## config.mk

```make
export PLATFORM = sky130hd
export DESIGN_NAME = linked_list_deque_engine
export DESIGN_NICKNAME = d
export VERILOG_FILES = /design/src/rtl/lldq_pkg.sv /design/src/rtl/linked_list_deque_engine.sv /design/src/rtl/lldq_node_mem.sv
export SDC_FILE = /design/constraint.sdc
export NUM_CORES = 2
export LEC_CHECK = 0
export BUFFER_PORTS_ARGS = -buffer_cell sky130_fd_sc_hd__buf_2
export CAP_MARGIN = 20
export CORE_MARGIN = 3
export CORE_UTILIZATION = 55
export DETAILED_ROUTE_END_ITERATION = 6
export PLACE_DENSITY = 0.76
export SETUP_SLACK_MARGIN = 0.15
export SYNTH_ARGS = -nofsm -noshare
export SYNTH_HDL_FRONTEND = slang
export SYNTH_HIERARCHICAL = 1
export SYNTH_SLANG_ARGS = --single-unit
export TNS_END_PERCENT = 50
```

## constraint.sdc

```tcl
create_clock -name clk -period 4.43 [get_ports clk]
set_input_delay 0.6645 -clock clk [delete_from_list [all_inputs] [get_ports clk]]
set_output_delay 0.6645 -clock clk [all_outputs]
set_load 0.05 [all_outputs]
```

## src/rtl/lldq_pkg.sv

```systemverilog
package lldq_pkg;

  // request codes
  localparam logic [2:0] ACT_INS_FRONT = 3'd0;
  localparam logic [2:0] ACT_INS_TAIL  = 3'd1;
  localparam logic [2:0] ACT_RM_FIRST  = 3'd2;
  localparam logic [2:0] ACT_RM_LAST   = 3'd3;
  localparam logic [2:0] ACT_RM_VALUE  = 3'd4;

  // result status codes
  localparam logic [1:0] ST_DONE      = 2'd0;
  localparam logic [1:0] ST_NOT_FOUND = 2'd1;
  localparam logic [1:0] ST_FULL      = 2'd2;
  localparam logic [1:0] ST_EMPTY     = 2'd3;

  typedef enum logic [2:0] {
    S_IDLE,
    S_POP,
    S_INS_RD,
    S_INS_LINK,
    S_RM_RD,
    S_WALK,
    S_UNL,
    S_FINISH
  } lldq_state_t;

  // write enables of the three node arrays
  typedef struct packed {
    logic val;
    logic nxt;
    logic prv;
  } lldq_we_t;

endpackage

```

## src/rtl/linked_list_deque_engine.sv

```systemverilog
// Per request: insert runs S_POP (only to reuse a freed node), S_INS_RD, S_INS_LINK
//   (skipped into an empty list), S_FINISH; remove first/last runs S_RM_RD, S_UNL,
//   S_FINISH; remove by value walks nodes in S_WALK, then S_UNL on a hit or S_FINISH on
//   a miss; full, empty or undefined requests go straight to S_FINISH. One request at a
//   time, the next taken once the word is registered. Reset clears the sequencer, tail,
//   count and free-list pointers; node and free-stack memories get no clearing pass.
module linked_list_deque_engine import lldq_pkg::*; #(
  parameter int NODE_COUNT = 64,
  localparam int IDX_W = $clog2(NODE_COUNT),
  localparam int CNT_W = $clog2(NODE_COUNT + 1)
) (
  input  logic               clk,
  input  logic               rst_n,
  input  logic               in_valid,
  output logic               in_stall,
  input  logic [2:0]         in_action,
  input  logic signed [31:0] in_value,
  output logic               out_valid,
  input  logic               out_stall,
  output logic [1:0]         out_status,
  output logic signed [31:0] out_removed_value,
  output logic [CNT_W-1:0]   out_entry_count
);

  localparam logic [CNT_W-1:0] FULL_CNT = CNT_W'(NODE_COUNT);

  lldq_state_t state_r, state_nxt;

  logic [2:0]         act_r, act_nxt;
  logic signed [31:0] val_r, val_nxt;
  logic [IDX_W-1:0]   tail_r, tail_nxt;
  logic [CNT_W-1:0]   count_r, count_nxt;
  logic [CNT_W-1:0]   fresh_r, fresh_nxt;
  logic [CNT_W-1:0]   stk_top_r, stk_top_nxt;
  logic [IDX_W-1:0]   node_r, node_nxt;
  logic [IDX_W-1:0]   first_r, first_nxt;
  logic [IDX_W-1:0]   cur_r, cur_nxt;
  logic [IDX_W-1:0]   tgt_r, tgt_nxt;
  logic [CNT_W-1:0]   k_r, k_nxt;
  logic [1:0]         res_status_r, res_status_nxt;
  logic signed [31:0] res_removed_r, res_removed_nxt;

  logic               out_valid_r;
  logic [1:0]         out_status_r;
  logic signed [31:0] out_removed_r;
  logic [CNT_W-1:0]   out_count_r;

  // node memory port
  lldq_we_t           we;
  logic [IDX_W-1:0]   wr_val_addr, wr_nxt_addr, wr_nxt, wr_prv_addr, wr_prv;
  logic [IDX_W-1:0]   rd_addr;
  logic signed [31:0] rd_val;
  logic [IDX_W-1:0]   rd_nxt, rd_prv;

  // free stack of recycled nodes; never-used nodes come from fresh_r
  logic [IDX_W-1:0]   stk_mem [NODE_COUNT];
  logic               stk_we;
  logic [IDX_W-1:0]   stk_wr_addr, stk_rd_addr, stk_rdata;
  logic [CNT_W-1:0]   stk_dec, k_inc;

  logic out_free, hit, last_node;

  assign in_stall  = (state_r != S_IDLE);
  assign out_free  = !out_valid_r || !out_stall;
  assign stk_dec   = stk_top_r - 1'b1;
  assign k_inc     = k_r + 1'b1;
  assign hit       = (rd_val == val_r);
  assign last_node = (k_inc == count_r);

  lldq_node_mem #(.DEPTH(NODE_COUNT)) u_mem (
    .clk         (clk),
    .we          (we),
    .wr_val_addr (wr_val_addr),
    .wr_val      (val_r),
    .wr_nxt_addr (wr_nxt_addr),
    .wr_nxt      (wr_nxt),
    .wr_prv_addr (wr_prv_addr),
    .wr_prv      (wr_prv),
    .rd_addr     (rd_addr),
    .rd_val      (rd_val),
    .rd_nxt      (rd_nxt),
    .rd_prv      (rd_prv)
  );

  always_ff @(posedge clk) begin
    if (stk_we) begin
      stk_mem[stk_wr_addr] <= tgt_r;
    end
    stk_rdata <= stk_mem[stk_rd_addr];
  end

  // next state
  always_comb begin
    state_nxt = state_r;
    unique case (state_r)
      S_IDLE: begin
        if (in_valid) begin
          case (in_action)
            ACT_INS_FRONT, ACT_INS_TAIL: begin
              if (count_r == FULL_CNT) begin
                state_nxt = S_FINISH;
              end else if (stk_top_r != '0) begin
                state_nxt = S_POP;
              end else begin
                state_nxt = S_INS_RD;
              end
            end
            ACT_RM_FIRST, ACT_RM_LAST, ACT_RM_VALUE: begin
              state_nxt = (count_r == '0) ? S_FINISH : S_RM_RD;
            end
            default: state_nxt = S_FINISH;
          endcase
        end
      end
      S_POP:      state_nxt = S_INS_RD;
      S_INS_RD:   state_nxt = (count_r == '0) ? S_FINISH : S_INS_LINK;
      S_INS_LINK: state_nxt = S_FINISH;
      S_RM_RD:    state_nxt = (act_r == ACT_RM_VALUE) ? S_WALK : S_UNL;
      S_WALK: begin
        if (hit) begin
          state_nxt = S_UNL;
        end else if (last_node) begin
          state_nxt = S_FINISH;
        end
      end
      S_UNL:      state_nxt = S_FINISH;
      S_FINISH: begin
        if (out_free) begin
          state_nxt = S_IDLE;
        end
      end
      default:    state_nxt = S_IDLE;
    endcase
  end

  // datapath and memory controls
  always_comb begin
    act_nxt         = act_r;
    val_nxt         = val_r;
    tail_nxt        = tail_r;
    count_nxt       = count_r;
    fresh_nxt       = fresh_r;
    stk_top_nxt     = stk_top_r;
    node_nxt        = node_r;
    first_nxt       = first_r;
    cur_nxt         = cur_r;
    tgt_nxt         = tgt_r;
    k_nxt           = k_r;
    res_status_nxt  = res_status_r;
    res_removed_nxt = res_removed_r;
    we              = '0;
    wr_val_addr     = node_r;
    wr_nxt_addr     = node_r;
    wr_nxt          = node_r;
    wr_prv_addr     = node_r;
    wr_prv          = node_r;
    rd_addr         = tail_r;
    stk_we          = 1'b0;
    stk_wr_addr     = stk_top_r[IDX_W-1:0];
    stk_rd_addr     = stk_dec[IDX_W-1:0];
    unique case (state_r)
      S_IDLE: begin
        if (in_valid) begin
          act_nxt         = in_action;
          val_nxt         = in_value;
          res_status_nxt  = ST_DONE;
          res_removed_nxt = '0;
          case (in_action)
            ACT_INS_FRONT, ACT_INS_TAIL: begin
              if (count_r == FULL_CNT) begin
                res_status_nxt = ST_FULL;
              end else if (stk_top_r == '0) begin
                node_nxt  = fresh_r[IDX_W-1:0];
                fresh_nxt = fresh_r + 1'b1;
              end
            end
            ACT_RM_FIRST, ACT_RM_LAST, ACT_RM_VALUE: begin
              if (count_r == '0) begin
                res_status_nxt = ST_EMPTY;
              end
            end
            default: ;
          endcase
        end
      end
      S_POP: begin
        node_nxt    = stk_rdata;
        stk_top_nxt = stk_dec;
      end
      S_INS_RD: begin
        // rd_nxt holds the first node (forward link of the tail)
        we.val = 1'b1;
        if (count_r == '0) begin
          we.nxt    = 1'b1;
          we.prv    = 1'b1;
          tail_nxt  = node_r;
          count_nxt = count_r + 1'b1;
        end else begin
          we.nxt      = 1'b1;
          wr_nxt_addr = tail_r;
          we.prv      = 1'b1;
          wr_prv      = tail_r;
          first_nxt   = rd_nxt;
        end
      end
      S_INS_LINK: begin
        we.nxt      = 1'b1;
        wr_nxt      = first_r;
        we.prv      = 1'b1;
        wr_prv_addr = first_r;
        if (act_r == ACT_INS_TAIL) begin
          tail_nxt = node_r;
        end
        count_nxt = count_r + 1'b1;
      end
      S_RM_RD: begin
        tgt_nxt = (act_r == ACT_RM_LAST) ? tail_r : rd_nxt;
        rd_addr = tgt_nxt;
        cur_nxt = rd_nxt;
        k_nxt   = '0;
      end
      S_WALK: begin
        if (hit) begin
          tgt_nxt = cur_r;
          rd_addr = cur_r;
        end else if (last_node) begin
          res_status_nxt = ST_NOT_FOUND;
        end else begin
          cur_nxt = rd_nxt;
          rd_addr = rd_nxt;
          k_nxt   = k_inc;
        end
      end
      S_UNL: begin
        res_removed_nxt = rd_val;
        stk_we          = 1'b1;
        stk_top_nxt     = stk_top_r + 1'b1;
        if (count_r == CNT_W'(1)) begin
          count_nxt = '0;
        end else begin
          we.nxt      = 1'b1;
          wr_nxt_addr = rd_prv;
          wr_nxt      = rd_nxt;
          we.prv      = 1'b1;
          wr_prv_addr = rd_nxt;
          wr_prv      = rd_prv;
          if (tgt_r == tail_r) begin
            tail_nxt = rd_prv;
          end
          count_nxt = count_r - 1'b1;
        end
      end
      S_FINISH: ;
      default: ;
    endcase
  end

  always_ff @(posedge clk) begin
    if (!rst_n) begin
      state_r     <= S_IDLE;
      tail_r      <= '0;
      count_r     <= '0;
      fresh_r     <= '0;
      stk_top_r   <= '0;
      out_valid_r <= 1'b0;
    end else begin
      state_r   <= state_nxt;
      tail_r    <= tail_nxt;
      count_r   <= count_nxt;
      fresh_r   <= fresh_nxt;
      stk_top_r <= stk_top_nxt;
      if (state_r == S_FINISH && out_free) begin
        out_valid_r <= 1'b1;
      end else if (!out_stall) begin
        out_valid_r <= 1'b0;
      end
    end
  end

  always_ff @(posedge clk) begin
    act_r         <= act_nxt;
    val_r         <= val_nxt;
    node_r        <= node_nxt;
    first_r       <= first_nxt;
    cur_r         <= cur_nxt;
    tgt_r         <= tgt_nxt;
    k_r           <= k_nxt;
    res_status_r  <= res_status_nxt;
    res_removed_r <= res_removed_nxt;
    if (state_r == S_FINISH && out_free) begin
      out_status_r  <= res_status_r;
      out_removed_r <= res_removed_r;
      out_count_r   <= count_r;
    end
  end

  assign out_valid         = out_valid_r;
  assign out_status        = out_status_r;
  assign out_removed_value = out_removed_r;
  assign out_entry_count   = out_count_r;

  a_count_bound: assert property (@(posedge clk) disable iff (!rst_n)
    count_r <= FULL_CNT)
    else $error("list count above capacity");

  a_node_balance: assert property (@(posedge clk) disable iff (!rst_n)
    (state_r == S_IDLE) |-> (fresh_r == count_r + stk_top_r))
    else $error("node accounting lost a node");

  a_walk_bound: assert property (@(posedge clk) disable iff (!rst_n)
    (state_r == S_WALK) |-> (k_r < count_r))
    else $error("walk ran past the list");

  a_fail_zero: assert property (@(posedge clk) disable iff (!rst_n)
    (out_valid_r && out_status_r != ST_DONE) |-> (out_removed_r == '0))
    else $error("failed request reports a removed word");

endmodule

```

## src/rtl/lldq_node_mem.sv

```systemverilog
module lldq_node_mem import lldq_pkg::*; #(
  parameter int DEPTH = 64,
  localparam int IDX_W = $clog2(DEPTH)
) (
  input  logic               clk,
  input  lldq_we_t           we,
  input  logic [IDX_W-1:0]   wr_val_addr,
  input  logic signed [31:0] wr_val,
  input  logic [IDX_W-1:0]   wr_nxt_addr,
  input  logic [IDX_W-1:0]   wr_nxt,
  input  logic [IDX_W-1:0]   wr_prv_addr,
  input  logic [IDX_W-1:0]   wr_prv,
  input  logic [IDX_W-1:0]   rd_addr,
  output logic signed [31:0] rd_val,
  output logic [IDX_W-1:0]   rd_nxt,
  output logic [IDX_W-1:0]   rd_prv
);

  logic signed [31:0] val_mem [DEPTH];
  logic [IDX_W-1:0]   nxt_mem [DEPTH];
  logic [IDX_W-1:0]   prv_mem [DEPTH];

  // one shared read address, registered read data
  always_ff @(posedge clk) begin
    if (we.val) begin
      val_mem[wr_val_addr] <= wr_val;
    end
    if (we.nxt) begin
      nxt_mem[wr_nxt_addr] <= wr_nxt;
    end
    if (we.prv) begin
      prv_mem[wr_prv_addr] <= wr_prv;
    end
    rd_val <= val_mem[rd_addr];
    rd_nxt <= nxt_mem[rd_addr];
    rd_prv <= prv_mem[rd_addr];
  end

endmodule
```

==> reports/metrics.csv <==
stage,metric,value,unit
floorplanning,die_x,493.9,um
yosys,synth.distinct_cells,71,
yosys,ys.warnings.count,6,
sta,setup_viol,44,
detailed_routing,ant_nets,0,
yosys,synth-seq-cells,3421,
setup_path,start_kind,flip-flop,
global_route,use_met1,40.81,%
pwr,worst_ir_drop_vdd,0.6530,mV
detailed_routing,num_vias,74770,
clocking,cts.sinks,3421,
floorplanning,die_y,493.9,um
sta,relSlewSlack,32.50,%
setup_path,worst_setup_path_end_kind,flip-flop,
clocking,clk_latency,990,ps
sta,drv_slew,0,
pwr,swShare,36.58,%
setup_path,r2r_start,val_r[26]$_DFFE_PP_,
sta,tns,-12220,ps
layout,layout.nets,7132,
sta,finalCritPeriodShare,110.0,%
global_route,grt_pass1_wl,545600,um
pwr,p_per_area,789.0,mW/mm2
sta,fin_ws,-443.8,ps
global_route,antenna_found_initial,22,
floorplanning,fp.coreArea,0.2361,mm2
place,place_congestion,0.9325,
setup_path,crit_fanout,7,
yosys,synth_area,0.1309,mm2
worst_hold_path,hold_path_depth,3,
layout,final_util,66.48,%
global_route,grt_pass1_vias,72940,
floorplanning,fp.dieArea,0.2439,mm2
worst_hold_path,min_path_type,in -> reg,
sta,tightest_slew,1013,ps
layout,drive_gt1_share,36.75,%
detailed_routing,remaining_drc_errors,4,
yosys,synthCells,6134,
run,maxCapViolCount,0,
global_route,use_met2,48.80,%
sta,rsz0062_at_grt,true,
sta,fmax,205.2,MHz
floorplanning,rows,178,
clocking,cts-root-buf,clkbuf_16,
sta,skew,65.38,ps
global_route,top_usage_layer,met2,
yosys,synth_ff_type,edfxtp_1,
yosys,yosysSeqAreaShare,77.87,%
yosys,async_flop_share,0,%
detailed_routing,wl_per_cell,38.56,um
yosys,avgSynthCellArea,21.34,um2
pwr,leakage,49.51,nW
clocking,clk_path_buf_depth,4,
place,io_buffer_count,81,
setup_path,required,5260,ps
clocking,htreeDepth,5,
worst_hold_path,hp-start,in_valid,
worst_hold_path,min_to,state_r[2]$_SDFFE_PN0P_,
detailed_routing,vias_per_cell,7.129,
pwr,combPwrFrac,44.4,%
floorplanning,initial_core_util,55.45,%
global_route,grt-ovfl-total,0,
setup_path,r2r_end,u_mem/rd_val[29]$_DFF_P_,
global_route,grt_max_degree,103,
pwr,p_clk_share,22.3,%
yosys,synth_edf_count,3341,
clocking,cts_tree,yes,
sta,post-route-min-period,4874,ps
clocking,clk_pin_slew,60,ps
setup_path,cp.arrival,5710,ps
detailed_routing,first_iter_violations,14270,
pwr,p_sw,45.29,mW
place,dp.final_hpwl,215700,um
pwr,intPower,78.53,mW
clocking,tritoncts.num_buffers,330,
setup_path,reg2reg_slack,-440,ps
global_route,grtUsageTotal,31.75,%
detailed_routing,firstDrtPassIters,7,
setup_path,timing_worst_setup_path_type,reg -> reg,
yosys,syn-num-nets,6180,
layout,syn_to_final_growth,19.89,%
global_route,met3_usage,9.671,%
run_status,status,"finished, violations left",
setup_path,r2r_cells,17,
run_status,violations,"DRC, setup timing",
pwr,sequentialPowerShare,33.4,%
floorplanning,io_pins,82,
sta,finalHoldViolations,0,
detailed_routing,routed_wl,404400,um
## cell usage after synthesis (19+ instances only)
cell type / n / area [um2]
nand3b_1: 23 / 172.7
o21ai_0: 23 / 115.1
dfxtp_1: 80 / 1602
nor3_1: 51 / 255.2
nand2_1: 165 / 619.3
mux2i_1: 40 / 400.4
buf_2: 75 / 375.4
and3_1: 36 / 225.2
o221ai_1: 37 / 324.1
a211oi_1: 27 / 202.7
buf_4: 38 / 285.3
a22oi_1: 125 / 938.4
nor2_1: 379 / 1423
buf_1: 33 / 123.9
o22ai_1: 97 / 606.8
a31oi_1: 41 / 256.5
mux4_2: 798 / 17970
a221oi_1: 67 / 586.8
nor2b_1: 41 / 256.5
a22o_1: 50 / 437.9
nand3_1: 39 / 195.2
xnor2_1: 54 / 473.0
clkbuf_1: 193 / 724.4
inv_1: 20 / 75.07
edfxtp_1: 3341 / 100300
a21oi_1: 74 / 370.4
nand4_1: 19 / 118.9
## cell type report
class | instances | area (um2)
Sequential cell | 3421 | 101900
Fill cell | 13560 | 79130
Multi-Input combinational cell | 2341 | 30320
Timing Repair Buffer | 970 | 10390
Clock buffer | 416 | 8817
Tap cell | 3150 | 3941
Clock inverter | 157 | 1419
Inverter | 22 | 86.33
Antenna cell | 12 | 30.03
## timing repair
item | CTS | global route
setup endpoints to repair | 83 | 547
gates cloned | 16 | 13
hold endpoints to repair | 37 | 0
pin swaps | 103 | 143
hold buffers | 36 | 0
resized for setup | 344 | 304
buffers inserted | 50 | 102
## how the worst max path moves through the flow
stage                                   from  cells after the start                              to
floorplan            count_r[0]$_SDFFE_PN0P_                     13  u_mem/nxt_mem[39][0]$_DFFE_PP_
detailed placement  u_mem/rd_val[24]$_DFF_P_                     15        u_mem/rd_val[24]$_DFF_P_
CTS                     k_r[1]$_SDFFCE_PN0P_                     17         u_mem/rd_val[4]$_DFF_P_
finish                   val_r[26]$_DFFE_PP_                     17        u_mem/rd_val[29]$_DFF_P_
global placement    u_mem/rd_val[24]$_DFF_P_                     14         u_mem/rd_val[4]$_DFF_P_
global route        u_mem/rd_val[22]$_DFF_P_                     18        u_mem/rd_val[29]$_DFF_P_
## logic make-up after synthesis
family	count (synthesis)	synth area share [%]
multiplexers	847	14.11
buffers and inverters	373	1.314
adder cells (fa/ha/maj)	7	0.06690
AO/OA/AOI/OAI	591	3.264
XOR/XNOR	72	0.4932
AND/OR/NAND/NOR	823	2.884
flip-flops	3421	77.87
## metrics by stage
stage          std cells  area [um2]  power, mW  setup WS [ps]  hold WS, ps
6_report           10490      156900      123.8         -443.8        143.4
5_1_grt            10480      156900      126.0         -385.3        156.4
4_1_cts            10360      154400      117.2         -114.5        77.46
3_5_place_dp        9688      141000      85.25         -949.7        405.7
3_3_place_gp        9688      141000      84.27          -1007        404.3
2_1_floorplan       6134      130900      65.62          170.1        400.3
## critical path, cell delays in order (launching register included)
cell and delay, ps:
edfxtp_1 510, xnor2_2 570, nand4_1 280, nor4_1 340
buf_4 240, a21oi_1 190, a221o_4 490, buf_12 160
buf_12 140, buf_16 160, buf_12 140, buf_16 130
mux4_2 370, nand2_1 150, a31oi_4 430, nor2_1 100
buf_4 160, a221oi_4 180
## flip-flops by register name (all words and copies together) (netlist names), 7 cells and up
register           cells
u_mem/val_mem       2048
u_mem/prv_mem        384
stk_top_r              7
u_mem/rd_val          32
count_r                7
stk_mem              384
k_r                    7
val_r                 32
res_removed_r         32
out_entry_count        7
u_mem/nxt_mem        384
out_removed_value     32
## layer usage
metal / vias up / part of all wire (%)
met3: 1557 / 15
li1: 27690 / -
met4: 14 / 7.4
met5: - / 0.026
met1: 37830 / 31
met2: 7690 / 46
## power by group through the flow
stage	registers [mW]	clock network, mW	logic (mW)
finish	41.3	27.6	55.0
global route	41.3	28.7	56.1
CTS	41.1	27.3	48.8
detailed placement	41.8	0	43.5
global placement	41.7	0	42.6
floorplan	41.8	0	23.9
## placed cells by master (no fill, tap or decap), types with 19 or more instances in the layout
master and n:
o22ai_1 60, and3_1 36, a211oi_1 27, a31oi_1 23
dfxtp_1 77, xnor2_1 50, a21oi_1 55, nand2_2 36
clkbuf_16 347, a22oi_1 56, nor3_1 27, buf_6 62
nor2_4 91, nor2b_1 36, o22ai_2 32, nand3b_1 23
clkbuf_1 68, clkinv_1 61, clkinv_2 46, buf_12 152
bufinv_16 23, a22o_1 47, buf_4 577, dlygate4sd3_1 36
o21ai_0 22, nand4_1 19, nand2_1 129, nor3_2 19
buf_16 33, mux4_2 798, mux2i_1 40, nor2_2 53
a221oi_2 42, nand3_1 35, buf_2 81, edfxtp_1 3341
a22oi_2 69, nor2_1 235
(Power assumes the default switching activity.)
